### config.mk
export PLATFORM = sky130hd
export DESIGN_NAME = ctp_fifo
export DESIGN_NICKNAME = d
export VERILOG_FILES = /design/src/hdl/ctp_pkg.sv /design/src/hdl/ctp_fifo.sv
export VERILOG_INCLUDE_DIRS = /design/src /design/src/hdl
export SDC_FILE = /design/constraint.sdc
export NUM_CORES = 1
export LEC_CHECK = 0
export ABC_AREA = 1
export ABC_CLOCK_PERIOD_IN_PS = 5750
export BUFFER_PORTS_ARGS = -buffer_cell sky130_fd_sc_hd__buf_2
export CORE_MARGIN = 2
export CORE_UTILIZATION = 61
export CTS_BUF_LIST = sky130_fd_sc_hd__clkbuf_16
export DETAILED_ROUTE_END_ITERATION = 16
export GPL_TIMING_DRIVEN = 1
export PLACE_DENSITY_LB_ADDON = 0.08
export SLEW_MARGIN = 20
export SYNTH_ARGS = -nofsm -noshare
export SYNTH_HDL_FRONTEND = slang
export SYNTH_SLANG_ARGS = --single-unit
### constraint.sdc
create_clock -name clk -period 5.75 [get_ports clk]
set_input_delay 0.2875 -clock clk [delete_from_list [all_inputs] [get_ports clk]]
set_output_delay 0.2875 -clock clk [all_outputs]
set_load 0.01 [all_outputs]
### src/hdl/corner_tangent_points_assert.svh
// assertion macros shared by the corner tangent point queue and front pipeline
`ifndef CORNER_TANGENT_POINTS_ASSERT_SVH
`define CORNER_TANGENT_POINTS_ASSERT_SVH

// same-cycle implication
`define CTP_ASSERT_NOW(label, ante, cons, msg) \
    label: assert property (@(posedge clk) disable iff (!rst_n) (ante) |-> (cons)) \
        else $error(msg);

// next-cycle implication
`define CTP_ASSERT_NEXT(label, ante, cons, msg) \
    label: assert property (@(posedge clk) disable iff (!rst_n) (ante) |=> (cons)) \
        else $error(msg);

`endif

### src/hdl/ctp_pkg.sv
// shared constants and types of the corner tangent point block
package ctp_pkg;

    localparam int LEN_EXTRA = 16;
    localparam int PULLBACK_RESET_UNITS = 10;
    localparam int QUEUE_DEPTH = 4;

    typedef struct packed {
        logic shortened;
        logic degenerate_leg;
    } ctp_flags_t;

endpackage

### src/hdl/ctp_fifo.sv
// short queue between the front and back pipelines
module ctp_fifo #(
    parameter int DATA_WIDTH = 8,
    parameter int DEPTH      = 4
) (
    input  logic                  clk,
    input  logic                  rst_n,
    input  logic                  push,
    input  logic [DATA_WIDTH-1:0] push_data,
    output logic                  full,
    input  logic                  pop,
    output logic [DATA_WIDTH-1:0] pop_data,
    output logic                  not_empty
);
    import ctp_pkg::*;

    localparam int PW = (DEPTH > 1) ? $clog2(DEPTH) : 1;
    localparam int CW = $clog2(DEPTH + 1);

    logic [DATA_WIDTH-1:0] mem_reg [DEPTH];
    logic [PW-1:0]         wr_ptr_reg;
    logic [PW-1:0]         wr_ptr_next;
    logic [PW-1:0]         rd_ptr_reg;
    logic [PW-1:0]         rd_ptr_next;
    logic [CW-1:0]         count_reg;
    logic [CW-1:0]         count_next;
    logic                  do_push;
    logic                  do_pop;

    assign full      = (count_reg == CW'(DEPTH));
    assign not_empty = (count_reg != '0);
    assign do_push   = push && !full;
    assign do_pop    = pop && not_empty;
    assign pop_data  = mem_reg[rd_ptr_reg];

    always_comb
    begin
        wr_ptr_next = wr_ptr_reg;
        rd_ptr_next = rd_ptr_reg;
        if (do_push)
        begin
            wr_ptr_next = (wr_ptr_reg == PW'(DEPTH - 1)) ? '0 : wr_ptr_reg + 1'b1;
        end
        if (do_pop)
        begin
            rd_ptr_next = (rd_ptr_reg == PW'(DEPTH - 1)) ? '0 : rd_ptr_reg + 1'b1;
        end
        count_next = count_reg + CW'(do_push) - CW'(do_pop);
    end

    always_ff @(posedge clk or negedge rst_n)
    begin
        if (!rst_n)
        begin
            wr_ptr_reg <= '0;
            rd_ptr_reg <= '0;
            count_reg  <= '0;
        end
        else
        begin
            wr_ptr_reg <= wr_ptr_next;
            rd_ptr_reg <= rd_ptr_next;
            count_reg  <= count_next;
        end
    end

    always_ff @(posedge clk)
    begin
        if (do_push)
        begin
            mem_reg[wr_ptr_reg] <= push_data;
        end
    end

`include "corner_tangent_points_assert.svh"

    `CTP_ASSERT_NOW(a_count_bound, 1'b1, (count_reg <= CW'(DEPTH)), "queue count above depth")
    `CTP_ASSERT_NEXT(a_count_step, 1'b1, (count_reg == ($past(count_reg) + CW'($past(do_push)) - CW'($past(do_pop)))), "queue count out of step")
    `CTP_ASSERT_NOW(a_empty_ptrs, (count_reg == '0), (rd_ptr_reg == wr_ptr_reg), "empty queue with unequal pointers")

endmodule

==> metrics.md <==
| Metric | Value |
|---|---|
| M2 GR Usage | `0.318` |
| Clock sink count | `39` |
| Drc violations | `0` |
| Remaining Overflow, GRT | `0` |
| Max reg flops | `32` |
| Cell Area, Synth | `1760 µm²` |
| Peak Freq | `470 MHz` |
| P&R area growth vs syn | `13.1%` |
| Pwr/cell area | `517 nW/µm²` |
| Clock Skew | `5.10 ps` |
| Max-slew violations | `0` |
| Setup crit start kind | `flip-flop` |
| Primary FF master, synth | `edfxtp_1` |
| NumNets Final | `196` |
| Detail Route Antenna Nets | `0` |
| Initial antenna violation count | `0` |
| Largest net degree at the start of global routing | `36` |
| Syn Area/Cell | `11.6 µm²` |
| Vias in the first global route | `982` |
| Total track usage | `0.202` |
| RSZ-0062 raised after global routing | `no` |
| GRT Max-Usage Layer | `met2` |
| LEAKAGE | `0.902 nW` |
| Chip Width | `57.7 µm` |
| DPL Wire Length | `1940 µm` |
| Core Footprint | `2760 µm²` |
| Initial Util | `0.639` |
| Top cells by count, synth | `38 x nand2_1, 32 x edfxtp_1, 31 x inv_1` |
| Worst Tran Pin Value | `1080 ps` |
| Count leader, synth | `nand2_1` |
| Clock Path Buffers | `2` |
| Yosys warnings | `0` |
| Critical path class | `flip-flop to output port` |
| Vias per cell | `5.18` |
| Net Count, Synth | `172` |
| Post-synth top area share | `0.545` |
| Drt pass-1 iters | `4` |
| Area contributors post-synth | `edfxtp_1 55%, dfrtp_1 9.9%, nand2_1 8.1%` |
| I/O Buffers | `21` |
| Post-synth EDFFs | `32` |
| Clock latency on the worst-skew pair | `280 ps` |
| Layout fillers | `187` |
| Tcrit/Tclk final | `0.370` |
| Worst Path Required | `5460 ps` |
| Final wirelength | `2970 µm` |
| IO Pins | `22` |
| Cts bufs inserted | `5` |
| Total number of vias | `1073` |
| Setup TNS | `0 ps` |
| CP max FO | `35` |
| Hold buffers post-CTS | `1` |
| Fin crit period | `2130 ps` |
| First-pass GRT wire length | `4550 µm` |
| WP data arrival | `1840 ps` |
| Root buffer cell | `clkbuf_16` |
| Outcome | `finished, final reports clean` |
| Seq/Total Area, Yosys | `0.645` |
| Area leader, netlist | `edfxtp_1` |
| Core Rows | `19` |
| Die ar. | `3330 µm²` |
| Hold crit path type | `input port to flip-flop` |
| Async set-reset flop share out of synthesis | `0.179` |
| Synth Instances | `152` |
| Worst-path clk slew | `50 ps` |
| Synth Register Bits | `39` |
| Global-route met3 utilization | `0.0871` |
| Drt wl/cell | `14.3 µm` |
| Worst vdd ir | `0.497 mV` |
| Max-slew headroom | `0.282` |
| Post-synth cell types | `14` |
| CTS H-Tree Depth | `2` |
| Die H | `57.7 µm` |
| CTS tree | `yes` |
| Worst hold margin | `218 ps` |
| Starting DRC count in detailed routing | `39` |
| Final count of negative-setup-slack endpoints | `0` |
| CP endpoint kind | `output port` |
| Final RePlAce weighted congestion | `0.750` |
| Met1 Use GR | `0.243` |
| Final Hold Viols | `0` |
| Postcts setup bufs | `0` |
| # resized after CTS | `0` |
| Max Cap Viol | `0` |
| Diode count | `0` |
| Layout cell share with drive strength beyond 1 | `0.182` |
## final timing paths
kind,from,end,slack [ps],depth (start not counted)
worst max-delay path,rd_ptr_reg[0],pop_data[7],3620,4
worst min-delay path,push_data[2],mem_reg[2][2],220,1
worst max register to register,count_reg[1],count_reg[1],3790,10
worst min register to register,count_reg[0],count_reg[0],530,1
max in group asynchronous,rst_n,count_reg[0],5200,2
min in group asynchronous,rst_n,count_reg[1],380,2
## per-layer routing
layer | up-vias | wire length (µm)
met5 | - | 0
met4 | 0 | 49
met3 | 7 | 148
met2 | 27 | 1470
met1 | 496 | 1300
li1 | 543 | -
## layout by cell type, fill, tap and decap left out
cell           count
edfxtp_1          32
nor2_1             6
clkinv_1           1
clkinv_2           1
inv_1             31
nand2_4            1
fa_1               1
nand2_1           38
nand3_1            5
dlygate4sd3_1      1
o211ai_1          15
clkbuf_16          5
o211ai_2           1
dfrtp_1            7
buf_2             21
nor2_2             1
ha_1               7
nand2_2            2
## layout make-up
| cell class | instances | area [µm²] | area share |
|---|---|---|---|
| Sequential cell | 39 | 1140 | 0.570 |
| Inverter | 31 | 116 | 0.0584 |
| Clock inverter | 2 | 8.76 | 0.00439 |
| Multi-Input combinational cell | 77 | 453 | 0.227 |
| Timing Repair Buffer | 22 | 115 | 0.0578 |
| Tap cell | 31 | 38.8 | 0.0195 |
| Clock buffer | 5 | 125 | 0.0628 |
## worst max-delay path, cell delays in order (launching register included)
cell,delay [ps]
dfrtp_1,1050
nand2_1,140
o211ai_1,130
nand2_1,90
buf_2,150
## per-stage QoR
stage	setup slack, ps	area (µm²)	power, mW	std cells	utilization
2_1_floorplan	3860	1760	0.699	152	-
3_3_place_gp	3850	1850	0.760	199	0.671
3_5_place_dp	3790	1850	0.780	199	0.671
4_1_cts	3670	1990	1.04	207	0.723
5_1_grt	3440	1990	1.10	207	0.723
6_report	3620	1990	1.03	207	0.723
## logic make-up after synthesis
family,count (synthesis),share of synthesized area
and+or+nand+nor,53,0.125
buffers and inverters,36,0.0980
DFF,39,0.645
AOI/OAI and AO/OA,16,0.0710
adders and majority gates,8,0.0611
## where the power goes
group	total (mW)	internal, mW	leakage, nW	switching (mW)
Sequential	0.459	0.381	0.377	0.0781
Clock	0.254	0.156	0.0671	0.0985
Combinational	0.318	0.128	0.457	0.190
No activity file was read; power rests on OpenSTA's default activity.
